$ cat src/design/sitda_pkg.sv
package sitda_pkg;

  // Reciprocal of ten for 32-bit operands: q = (n * RECIP_10) >> QUOT_SHIFT
  localparam logic [31:0] RECIP_10   = 32'hCCCC_CCCD;
  localparam int          QUOT_SHIFT = 35;
  localparam int          QUOT_W     = 64 - QUOT_SHIFT;

  localparam int          MAX_DIGITS = 10;
  localparam int          DIGIT_IDX_W = 4;
  localparam int          COUNT_W    = 4;

  localparam logic [7:0]  CHAR_MINUS = 8'd45;
  localparam logic [7:0]  CHAR_ZERO  = 8'd48;
  localparam logic [7:0]  CHAR_NINE  = 8'd57;

  localparam logic [COUNT_W-1:0] MAX_CHARS = 4'd11;

  typedef logic [3:0] digit_t;

  typedef enum logic [1:0] {
    ST_IDLE,
    ST_MUL,
    ST_SPLIT,
    ST_EMIT
  } state_t;

endpackage

$ cat src/design/sitda_div10.sv
module sitda_div10 (
  input  logic        clk,
  input  logic        en,
  input  logic [31:0] dividend,
  output logic [31:0] quot,
  output sitda_pkg::digit_t rem
);
  import sitda_pkg::*;

  logic [63:0]       prod_r;
  logic [31:0]       dvd_r;
  logic [QUOT_W-1:0] q;
  logic [3:0]        q_x10_lo;

  // Register the reciprocal product and the operand it belongs to
  always_ff @(posedge clk) begin
    if (en) begin
      prod_r <= {32'd0, dividend} * {32'd0, RECIP_10};
      dvd_r  <= dividend;
    end
  end

  // Quotient from the upper product bits; remainder is below ten, so four bits suffice
  always_comb begin
    q        = prod_r[63:QUOT_SHIFT];
    q_x10_lo = {q[0], 3'd0} + {q[2:0], 1'b0};
    quot     = {{(32-QUOT_W){1'b0}}, q};
    rem      = dvd_r[3:0] - q_x10_lo;
  end

endmodule

$ cat src/design/signed_int_to_decimal_ascii.sv
// Signed 32-bit integer to decimal ASCII text.
// Input channel in_*: one transfer carries a two's complement value in in_tdata.
// Output channel out_*: one transfer per character, most significant first:
//   an optional '-' then the digits of the magnitude, no leading zeros, a
//   single '0' for zero. out_tlast marks the final character, and out_tuser
//   then carries the character count (1 to 11), else zero.
// Digits are produced least significant first by one shared divide-by-ten
// unit (a registered 32x32 reciprocal multiply plus a short fix-up), each
// digit taking an ST_MUL and an ST_SPLIT step, and are stored in a small
// digit buffer. The first character is presented once all D digits (1 to
// 10) are stored. Characters then leave at one per cycle while out_tready
// is high. An item has C characters (D, or D+1 with a sign); in_tready is
// high only while the block is idle.
// A stalled receiver holds the output register and freezes character
// emission; a new value can be taken while the last character still waits.
// Reset (rst_n low, synchronous) empties the output register and returns to idle.
module signed_int_to_decimal_ascii (
  input  logic        clk,
  input  logic        rst_n,
  input  logic        in_tvalid,
  output logic        in_tready,
  input  logic [31:0] in_tdata,   // [31:0] value
  output logic        out_tvalid,
  input  logic        out_tready,
  output logic [7:0]  out_tdata,  // [7:0] char_code
  output logic        out_tlast,  // is_last
  output logic [3:0]  out_tuser   // [3:0] char_count
);
  import sitda_pkg::*;

  state_t state_r, state_nxt;

  logic [31:0]            mag_r, mag_nxt;
  logic                   sign_pend_r, sign_pend_nxt;
  logic [DIGIT_IDX_W-1:0] nd_r, nd_nxt;
  logic [DIGIT_IDX_W-1:0] pos_r, pos_nxt;
  logic [COUNT_W-1:0]     emitted_r, emitted_nxt;
  digit_t                 digits_r [MAX_DIGITS];

  logic        out_valid_r, out_valid_nxt;
  logic [7:0]  out_char_r, out_char_nxt;
  logic        out_last_r, out_last_nxt;
  logic [3:0]  out_count_r, out_count_nxt;

  logic        in_xfer;
  logic        div_en;
  logic [31:0] div_quot;
  digit_t      div_rem;
  logic        digit_wr;
  logic        slot_free;

  sitda_div10 u_div10 (
    .clk      (clk),
    .en       (div_en),
    .dividend (mag_r),
    .quot     (div_quot),
    .rem      (div_rem)
  );

  assign in_tready = (state_r == ST_IDLE);
  assign in_xfer   = in_tvalid && in_tready;
  assign slot_free = !out_valid_r || out_tready;

  // Next state, digit sequencing and character emission
  always_comb begin
    state_nxt     = state_r;
    mag_nxt       = mag_r;
    sign_pend_nxt = sign_pend_r;
    nd_nxt        = nd_r;
    pos_nxt       = pos_r;
    emitted_nxt   = emitted_r;
    out_valid_nxt = out_valid_r;
    out_char_nxt  = out_char_r;
    out_last_nxt  = out_last_r;
    out_count_nxt = out_count_r;
    div_en        = 1'b0;
    digit_wr      = 1'b0;

    if (out_valid_r && out_tready) begin
      out_valid_nxt = 1'b0;
    end

    case (state_r)
      ST_IDLE: begin
        if (in_xfer) begin
          sign_pend_nxt = in_tdata[31];
          mag_nxt       = in_tdata[31] ? (32'd0 - in_tdata) : in_tdata;
          nd_nxt        = '0;
          emitted_nxt   = '0;
          state_nxt     = ST_MUL;
        end
      end
      ST_MUL: begin
        div_en    = 1'b1;
        state_nxt = ST_SPLIT;
      end
      ST_SPLIT: begin
        digit_wr = 1'b1;
        nd_nxt   = nd_r + 1'b1;
        mag_nxt  = div_quot;
        if (div_quot == 32'd0) begin
          pos_nxt   = nd_r;
          state_nxt = ST_EMIT;
        end else begin
          state_nxt = ST_MUL;
        end
      end
      ST_EMIT: begin
        if (slot_free) begin
          out_valid_nxt = 1'b1;
          emitted_nxt   = emitted_r + 1'b1;
          if (sign_pend_r) begin
            sign_pend_nxt = 1'b0;
            out_char_nxt  = CHAR_MINUS;
            out_last_nxt  = 1'b0;
            out_count_nxt = '0;
          end else begin
            out_char_nxt = CHAR_ZERO + {4'd0, digits_r[pos_r]};
            if (pos_r == '0) begin
              out_last_nxt  = 1'b1;
              out_count_nxt = emitted_r + 1'b1;
              state_nxt     = ST_IDLE;
            end else begin
              out_last_nxt  = 1'b0;
              out_count_nxt = '0;
              pos_nxt       = pos_r - 1'b1;
            end
          end
        end
      end
      default: begin
        state_nxt = ST_IDLE;
      end
    endcase
  end

  // Control state
  always_ff @(posedge clk) begin
    if (!rst_n) begin
      state_r     <= ST_IDLE;
      out_valid_r <= 1'b0;
    end else begin
      state_r     <= state_nxt;
      out_valid_r <= out_valid_nxt;
    end
  end

  // Working and output payload
  always_ff @(posedge clk) begin
    mag_r       <= mag_nxt;
    sign_pend_r <= sign_pend_nxt;
    nd_r        <= nd_nxt;
    pos_r       <= pos_nxt;
    emitted_r   <= emitted_nxt;
    out_char_r  <= out_char_nxt;
    out_last_r  <= out_last_nxt;
    out_count_r <= out_count_nxt;
  end

  // Digit buffer, filled least significant first
  always_ff @(posedge clk) begin
    if (digit_wr) begin
      digits_r[nd_r] <= div_rem;
    end
  end

  assign out_tvalid = out_valid_r;
  assign out_tdata  = out_char_r;
  assign out_tlast  = out_last_r;
  assign out_tuser  = out_count_r;

  // A count is reported exactly on the final character, within range
  a_count_on_last: assert property (@(posedge clk) disable iff (!rst_n)
    out_tvalid |-> (out_tlast ? (out_tuser != 4'd0 && out_tuser <= MAX_CHARS)
                              : (out_tuser == 4'd0)))
    else $error("character count inconsistent with last flag");

  // Only a minus sign or a decimal digit is ever presented
  a_char_set: assert property (@(posedge clk) disable iff (!rst_n)
    out_tvalid |-> (out_tdata == CHAR_MINUS ||
                    (out_tdata >= CHAR_ZERO && out_tdata <= CHAR_NINE)))
    else $error("character outside the decimal set");

  // A minus sign is never the final character
  a_sign_not_last: assert property (@(posedge clk) disable iff (!rst_n)
    (out_tvalid && out_tdata == CHAR_MINUS) |-> !out_tlast)
    else $error("minus sign marked as last");

  // An accepted value keeps the input closed on the following cycle
  a_busy_after_accept: assert property (@(posedge clk) disable iff (!rst_n)
    (in_tvalid && in_tready) |=> !in_tready)
    else $error("input reopened right after a transfer");

endmodule

$ cat config.mk
export PLATFORM = sky130hd
export DESIGN_NAME = signed_int_to_decimal_ascii
export DESIGN_NICKNAME = d
export VERILOG_FILES = /design/src/design/sitda_pkg.sv /design/src/design/sitda_div10.sv /design/src/design/signed_int_to_decimal_ascii.sv
export SDC_FILE = /design/constraint.sdc
export NUM_CORES = 1
export LEC_CHECK = 0
export BUFFER_PORTS_ARGS = -buffer_cell sky130_fd_sc_hd__clkbuf_2
export CAP_MARGIN = 20
export CORE_MARGIN = 1.5
export CORE_UTILIZATION = 33
export DETAILED_ROUTE_END_ITERATION = 6
export PLACE_DENSITY = 0.49
export REMOVE_ABC_BUFFERS = 1
export SKIP_CTS_REPAIR_TIMING = 1
export SYNTH_ARGS = -nofsm -noshare
export SYNTH_HDL_FRONTEND = slang
export SYNTH_SLANG_ARGS = --single-unit
$ cat constraint.sdc
create_clock -name clk -period 18.53 [get_ports clk]
set_input_delay 0.9265 -clock clk [delete_from_list [all_inputs] [get_ports clk]]
set_output_delay 0.9265 -clock clk [all_outputs]
set_load 0.05 [all_outputs]
==> metrics.cfg, run 1 <==
[status]
outcome = completed

[placement]
gp_congestion = 0.914
dp_hpwl_mm = 61.1
portBuffers = 47

[hold_path]
hold_end = out_tvalid
min_from = out_tvalid
hold_path_class = register to register
min_path_cells = 2

[sta]
rsz0062_at_grt = false
maxSlewHeadroom_pct = 29.7
fin_worst_skew_ps = 20.2
fin_crit_sh_pct = 43.6
fmax_ghz = 0.124
worst_pin_slew_ps = 1050
hold_viol_final = 0
final.min_clock_period_ps = 8070
setup_viol = 0
drv_slew = 0
setup_tns_ps = 0

[clocking]
root_buffer = clkbuf_16
cts_buffer_depth = 2
clk_latency_ps = 450
tritoncts = built
clkSinkCount = 135
clkTransAtPathRegs_ps = 70
cts_max_level = 4
cts_buffers = 17

[floorplan]
die_x_um = 265
die_area_sq_um = 70000
coreArea_sq_um = 67500
start_util_pct = 33.5
num_rows = 95
die_h_um = 265
ioPinCount = 51

[grt]
antenna_found_initial = 0
grt_first_pass_wirelength_mm = 103
overflow = 0
grt_pass1_vias = 16100
grt_max_degree = 62
track_usage_pct = 20.2

[setup_path]
cp_max_fo = 9
crit_path_max_incr_delay_ps = 670
path_common_cell = fa_1
critical_path_class = register to register
cp_slowest_cell = edfxtp_1
r2r_slack_ps = 10460
crit_path_start_kind = register
path_cells = ha_1 > xor2_1 > xor2_1 > fa_1 > fa_1 > fa_1 > fa_1 > fa_1 > inv_1 > fa_1 > inv_1 > ha_1 > nand4_1 > nor2_1 > and2_1 > nand2_1 > o311a_1 > o31ai_4 > a31o_2 > a41oi_1 > xnor2_1
r2r_cells = 21
worstPathArrival_ps = 8270
r2r_start = mag_r[3]
required_ps = 18720
rr_endpoint = u_div10.prod_r[61]
worstSetupEndpointType = register

[synthesis]
ys_ff_latch = 135
ys_seq_area_share_pct = 17.6
syn_inst = 2100
synth_cell_types = 65
synth_edf_count = 128
async_flop_share_pct = 0
ys.flop_type = edfxtp_1
syn-cell-area_sq_um = 22600
yosysWarnings = 0
syn_avg_cell_area_sq_um = 10.8

[route]
wirelength_mm = 68.7
wl_per_cell_um = 22.7
drt_pass1_iterations = 5
drc = 0
ant_nets = 0
via_per_inst = 4.92
drtIter0Drc = 928
num_vias = 14900

[layout]
layout.nets = 2919
final_common_cell = inv_1
final_cell_mix = inv_1, fa_1, ha_1, edfxtp_1, nand2_1
area_delta_synth_final_pct = 8.13
drive_above_1_share_pct = 5.25
num_antenna_cells = 0

[flow_run]
drv_cap = 0

[area by class of cell]
cell class              count  area, sq um
fillers                  6858        43100
multi-input cells        1391        16500
flip-flops and latches    135         3980
inverters                 544         2040
well taps                 873         1090
clock buffers              19          443
repair buffers             50          270
clock inverters            13          133
[cell usage after synthesis (all sizes together) (3+ instances only)]
library cell	instances	area share (%)
inv	544	9.0
fa	386	34
ha	358	20
edfxtp	128	17
nand2	102	1.7
o21ai	75	1.7
xor2	73	2.8
a21oi	55	1.2
xnor2	45	1.7
a21o	43	1.4
nor2	39	0.65
clkbuf	25	0.42
and2	23	0.64
nand3	21	0.49
and3	12	0.33
nand4	11	0.30
nor2b	11	0.30
o21bai	11	0.37
a31oi	10	0.28
nor3	10	0.22
nor4	9	0.34
o31ai	9	0.38
mux4	8	0.80
dfxtp	7	0.62
a211oi	6	0.20
buf	6	0.15
mux2	6	0.30
o41ai	6	0.30
or4	6	0.22
mux2i	5	0.22
or3	5	0.20
nand2b	4	0.11
a221o	3	0.13
a311oi	3	0.12
a41oi	3	0.12
and4	3	0.12
o211ai	3	0.10
[stage by stage]
stage          hold slack [ps]  setup slack (ps)  instance area [sq um]  utilization [%]  instances
2_1_floorplan              503             11750                  22500                -       2070
3_3_place_gp               520             10410                  23800             35.3       2992
3_5_place_dp               530             10410                  23800             35.3       2992
4_1_cts                    541             10420                  24400             36.1       3024
5_1_grt                    590             10110                  24400             36.2       3025
6_report                   544             10460                  24400             36.2       3025
[registers in the layout (all words and copies together) (netlist names), named ones only]
name and flops:
digits_r 40, emitted_r 4, mag_r 32, nd_r 4, out_tdata 5, out_tlast 1
out_tuser 4, out_tvalid 1, pos_r 4, sign_pend_r 1, state_r 2, u_div10.dvd_r 2
u_div10.prod_r 31
[worst max-delay path by stage]
stage | start | endpoint | slack [ps] | cells after the start
3_5_place_dp | mag_r[3] | u_div10.prod_r[61] | 10410 | 21
3_3_place_gp | mag_r[3] | u_div10.prod_r[61] | 10410 | 21
5_1_grt | mag_r[3] | u_div10.prod_r[58] | 10110 | 21
6_report | mag_r[3] | u_div10.prod_r[61] | 10460 | 21
2_1_floorplan | mag_r[18] | u_div10.prod_r[61] | 11750 | 24
4_1_cts | mag_r[3] | u_div10.prod_r[61] | 10420 | 21
[logic make-up after synthesis]
| group | synth area share [%] |
|---|---|
| flops | 17.6 |
| mux | 1.32 |
| other cells | 0.0332 |
| compound gates | 6.94 |
| buf+inv | 9.61 |
| fa+ha+maj | 54.0 |
| xor+xnor | 4.58 |
| simple gates | 5.85 |
[per-layer routing]
layer  part of all wire, %  wire (um)  up-vias  global-route usage [%]
met3                   3.2       2190       47                    1.91
met1                    46      31300     7759                    27.9
li1                      -          -     6798                       -
met5                     0          0        -                       0
met2                    50      34000      288                    34.6
met4                   1.7       1180        0                    3.81
[critical path, delay by kind of cell, from the launching register on]
kind / cells / cell delay [ps]
fa+ha+maj: 8 / 3980
xor+xnor: 3 / 1010
buf+inv: 2 / 100
compound gates: 4 / 1270
simple gates: 4 / 790
flops: 1 / 670
Power of run 1 is not shown: default switching activity piles up to over one toggle a cycle in this logic, so the estimate is an artifact.
==> inputs of run 2 (changes only) <==
ABC_AREA = 1   (was unset)
PLACE_DENSITY = 0.51   (was 0.49)
clock period = 7.3 ns   (was 18.53 ns; I/O delays follow)
==> run 2 against run 1 <==
Effect of this change: area after synthesis grew 11%; sequential share of layout area decreased by 1.8 points; maximum frequency rose by 18%; first-iteration DRC count rose by 47%; clock-buffer cell count down 2; flip-flop and latch count unchanged; register-to-register slack worse by 10000 ps; worst setup slack got worse by 10000 ps; cell count increased by 32%; synthesized cell count increased by 38%; critical path type unchanged.
==> metrics.cfg, run 2 <==
[floorplan]
coreArea_sq_um = 74800
die_h_um = 278
start_util_pct = 33.5
ioPinCount = 51
die_area_sq_um = 77600
num_rows = 100
die_x_um = 278

[route]
drtIter0Drc = 1368
via_per_inst = 4.71
wl_per_cell_um = 20.5
ant_nets = 0
drc = 0
num_vias = 18800
drt_pass1_iterations = 5
wirelength_mm = 81.7

[synthesis]
synth_cell_types = 45
ys.flop_type = edfxtp_1
ys_seq_area_share_pct = 15.9
synth_top_area_share_pct = 30.9
yosysMostFrequentCell = inv_1
syn-cell-area_sq_um = 25000
synth_common_cells = inv_1, nand2_1, fa_1, ha_1, nor2_1
yosysTopAreaCell = fa_1
syn_inst = 2906
ys_ff_latch = 135
syn_avg_cell_area_sq_um = 8.62
async_flop_share_pct = 0
synth_area_leaders = fa_1, ha_1, edfxtp_1, inv_1, nand2_1
yosysWarnings = 0
synth_edf_count = 128

[clocking]
cts_buffers = 17
cts_buffer_depth = 2
clk_latency_ps = 470
clkSinkCount = 135
clkTransAtPathRegs_ps = 70
root_buffer = clkbuf_16
tritoncts = built
cts_max_level = 4

[layout]
layout.nets = 3785
final_common_cell = inv_1
fin_area_sq_um = 27400
n_fill_cell = 7831
largest_reg_flops = 40
multi_input_area_sq_um = 18000
top_register = digits_r
area_delta_synth_final_pct = 9.41
drive_above_1_share_pct = 6.00
final_cell_count_no_fill = 3987
final_cell_mix = inv_1, nand2_1, fa_1, ha_1, nor2_1
reg_top3 = digits_r x40, mag_r x32, u_div10.prod_r x31
seqCellArea_sq_um = 3980
final_util_pct = 36.6
num_antenna_cells = 0

[sta]
final.min_clock_period_ps = 6850
setup_tns_ps = 0
maxSlewHeadroom_pct = 26.0
setup_viol = 0
rsz0062_at_grt = false
worst_pin_slew_ps = 1100
hold_viol_final = 0
fin_worst_skew_ps = 17.5
fmax_ghz = 0.146
drv_slew = 0
fin_crit_sh_pct = 93.8

[grt]
grt_pass1_vias = 19800
track_usage_pct = 22.0
antenna_found_initial = 1
grt_max_degree = 49
grt_first_pass_wirelength_mm = 124
overflow = 0

[placement]
gp_congestion = 0.966
postPlaceCellArea_sq_um = 26800
dpl.cell_count = 3954
portBuffers = 47
dp_hpwl_mm = 73.0

[setup_path]
worstPathArrival_ps = 7070
r2r_start = mag_r[22]
rr_endpoint = u_div10.prod_r[61]
r2r_slack_ps = 450
required_ps = 7520
worstSetupEndpointType = register
crit_path_start_kind = register
critical_path_class = register to register
r2r_cells = 21
cp_max_fo = 5

[hold_path]
hold_path_class = primary input to register
hold_end = out_tvalid
min_from = rst_n
min_path_cells = 3

[status]
outcome = completed

[flow_run]
drv_cap = 0

run 2: cell types whose count changed in the layout (fill, tap and decap cells not counted), moves of 15 or more:
cell	delta
a21o_1	-37
a21oi_1	+36
and2_1	-23
buf_4	+51
inv_1	+251
nand2_1	+422
nand3_1	+77
nor2_1	+144
nor3_1	+15
xnor2_1	-27
xor2_1	-17
run 2: area by class of cell:
class / count / area share [%]
multi-input combinational: 1946 / 65.5
sequential: 135 / 14.5
inverter: 804 / 11.0
tap: 969 / 4.42
timing repair buffer: 101 / 2.38
clock buffer: 17 / 1.55
clock inverter: 15 / 0.562
run 2: worst max-delay path by stage:
stage | startpoint | end | slack (ps)
finish | mag_r[22] | u_div10.prod_r[61] | 450
global route | mag_r[19] | u_div10.prod_r[52] | 150
CTS | mag_r[24] | u_div10.prod_r[52] | 430
detailed placement | mag_r[24] | u_div10.prod_r[56] | 440
global placement | mag_r[24] | u_div10.prod_r[56] | 450
floorplan | mag_r[20] | u_div10.prod_r[52] | 1290
run 2: stage by stage:
step | hold WS [ps] | worst slack, ps
final | 180 | 451
after global routing | 194 | 154
after CTS | 153 | 431
after detailed placement | 475 | 441
after global placement | 470 | 447
after floorplan | 447 | 1290
run 2: cells by family (layout without fill, tap and decap cells):
kind of cell | after synthesis | in the layout | share of synthesized area (%)
simple gates | 890 | 890 | 14.9
other cells | 2 | 3 | 0.0300
compound gates | 228 | 228 | 5.07
flops | 135 | 135 | 15.9
mux | 7 | 7 | 0.280
xor+xnor | 74 | 74 | 2.59
buf+inv | 826 | 937 | 12.5
fa+ha+maj | 744 | 744 | 48.7
run 2: layer usage:
layer  up-vias  global-route usage, %  wire length (um)
li1       9068                      -                 -
met1      9177                   29.4             36700
met2       431                   36.5             38300
met3       102                   1.96              3170
met4         2                   9.06              3550
met5         -                      0                13
run 2: worst max-delay path, stage by stage (launching register included):
cell      delay [ps]
edfxtp_1         540
buf_4            240
ha_1             560
ha_1             360
fa_1             570
inv_1             80
fa_1             530
inv_1             50
fa_1             490
fa_1             570
fa_1             470
fa_1             580
ha_1             360
nand2_1           90
nor2_1           250
nand2_1          170
nor2_1           130
nand2_1           80
nand2_1          170
nand2_1          110
nand3_1           90
nand2_1           90
Power of run 2 is left out for the same reason.
==> inputs of run 3 (changes only) <==
PLACE_DENSITY = 0.49   (was 0.51)
clock period = 8.53 ns   (was 7.3 ns; I/O delays follow)
==> run 3 against run 2 <==
Effect of this change: clock skew up 4.7 ps; global-route usage down 0.13 points; cell count shrank 1.2%; cell area down 1.3%; worst setup slack improved by 1000 ps; highest routed layer is now met4; via count down 1.0%; routed wire length fell by 0.92%; flip-flop and latch count is the same; non-clock buffer count is 49 lower; clock-buffer cell count unchanged.
==> metrics.cfg, run 3 (synthesized netlist as in run 2, its figures left out) <==
[status]
outcome = completed

[placement]
gp_congestion = 0.943
dpl.cell_count = 3906
dp_hpwl_mm = 72.1
portBuffers = 47

[clocking]
cts_max_level = 4
clk_latency_ps = 480
clkSinkCount = 135
cts_buffer_depth = 2
clkTransAtPathRegs_ps = 80
root_buffer = clkbuf_16
tritoncts = built
cts_buffers = 17

[route]
ant_nets = 0
drc = 0
wirelength_mm = 81.0
wl_per_cell_um = 20.6
drt_pass1_iterations = 6
num_vias = 18600
via_per_inst = 4.72
drtIter0Drc = 1263

[sta]
rsz0062_at_grt = false
hold_viol_final = 0
setup_tns_ps = 0
fmax_ghz = 0.141
final.min_clock_period_ps = 7080
drv_slew = 0
fin_worst_skew_ps = 22.2
fin_crit_sh_pct = 83.0
setup_viol = 0
worst_pin_slew_ps = 1120
maxSlewHeadroom_pct = 24.3

[floorplan]
start_util_pct = 33.5
die_x_um = 278
num_rows = 100
die_area_sq_um = 77600
die_h_um = 278
coreArea_sq_um = 74800
ioPinCount = 51

[setup_path]
critical_path_class = register to register
worstSetupEndpointType = register
worstPathArrival_ps = 7300
cp_max_fo = 9
r2r_cells = 23
crit_path_start_kind = register
required_ps = 8760

[grt]
antenna_found_initial = 0
overflow = 0
grt_first_pass_wirelength_mm = 124
grt_pass1_vias = 19600
track_usage_pct = 21.9
grt_max_degree = 50

[layout]
final_cell_mix = inv_1, nand2_1, fa_1, ha_1, nor2_1
multi_input_area_sq_um = 18000
top_register = digits_r
n_fill_cell = 7902
largest_reg_flops = 40
seqCellArea_sq_um = 3980
final_cell_count_no_fill = 3938
final_common_cell = inv_1
reg_top3 = digits_r x40, mag_r x32, u_div10.prod_r x31
area_delta_synth_final_pct = 8.01
drive_above_1_share_pct = 4.48
layout.nets = 3736
num_antenna_cells = 0

[hold_path]
min_path_cells = 3
hold_path_class = primary input to register

[flow_run]
drv_cap = 0

## run 3: area by class of cell
class	count	share of cell area (%)
clock buffer	17	1.57
sequential	135	14.7
inverter	804	11.2
multi-input combinational	1946	66.4
timing repair buffer	52	1.01
clock inverter	15	0.680
tap	969	4.48
## run 3: per-stage QoR
stage / worst slack (ps) / instance area (sq um) / hold WS [ps] / utilization (%)
floorplan: 2520 / 24900 / 447 / -
global placement: 1510 / 26400 / 479 / 35.3
detailed placement: 1570 / 26400 / 478 / 35.3
CTS: 1550 / 27100 / 209 / 36.2
global route: 1230 / 27100 / 244 / 36.2
finish: 1450 / 27100 / 230 / 36.2
## run 3: path summary, 6_finish.rpt
check	from	endpoint	slack (ps)
setup / recovery	mag_r[3]	u_div10.prod_r[52]	1450
hold / removal	rst_n	out_tvalid	230
setup reg to reg	mag_r[3]	u_div10.prod_r[52]	1450
hold reg to reg	pos_r[1]	register	490
## run 3: layer usage
| metal | share of wire [%] | global-route usage, % |
|---|---|---|
| met1 | 45 | 30.1 |
| met5 | 0 | 0 |
| met2 | 47 | 36.2 |
| met3 | 4.2 | 1.92 |
| met4 | 3.4 | 7.20 |
## run 3: critical path: stages, from the launching register on
cell	delay (ps)
edfxtp_1	630
ha_1	580
xor2_1	600
nand2_1	120
nand2_1	170
fa_1	460
fa_1	600
fa_1	460
fa_1	420
fa_1	520
inv_1	50
fa_1	470
inv_1	40
ha_1	350
nand2_2	160
inv_1	50
a21oi_1	270
nand2_1	170
a21oi_1	280
nor2_1	90
nor2_1	140
nand2_1	70
nand2_1	50
nand2_1	40
Power of run 3 is left out for the same reason.
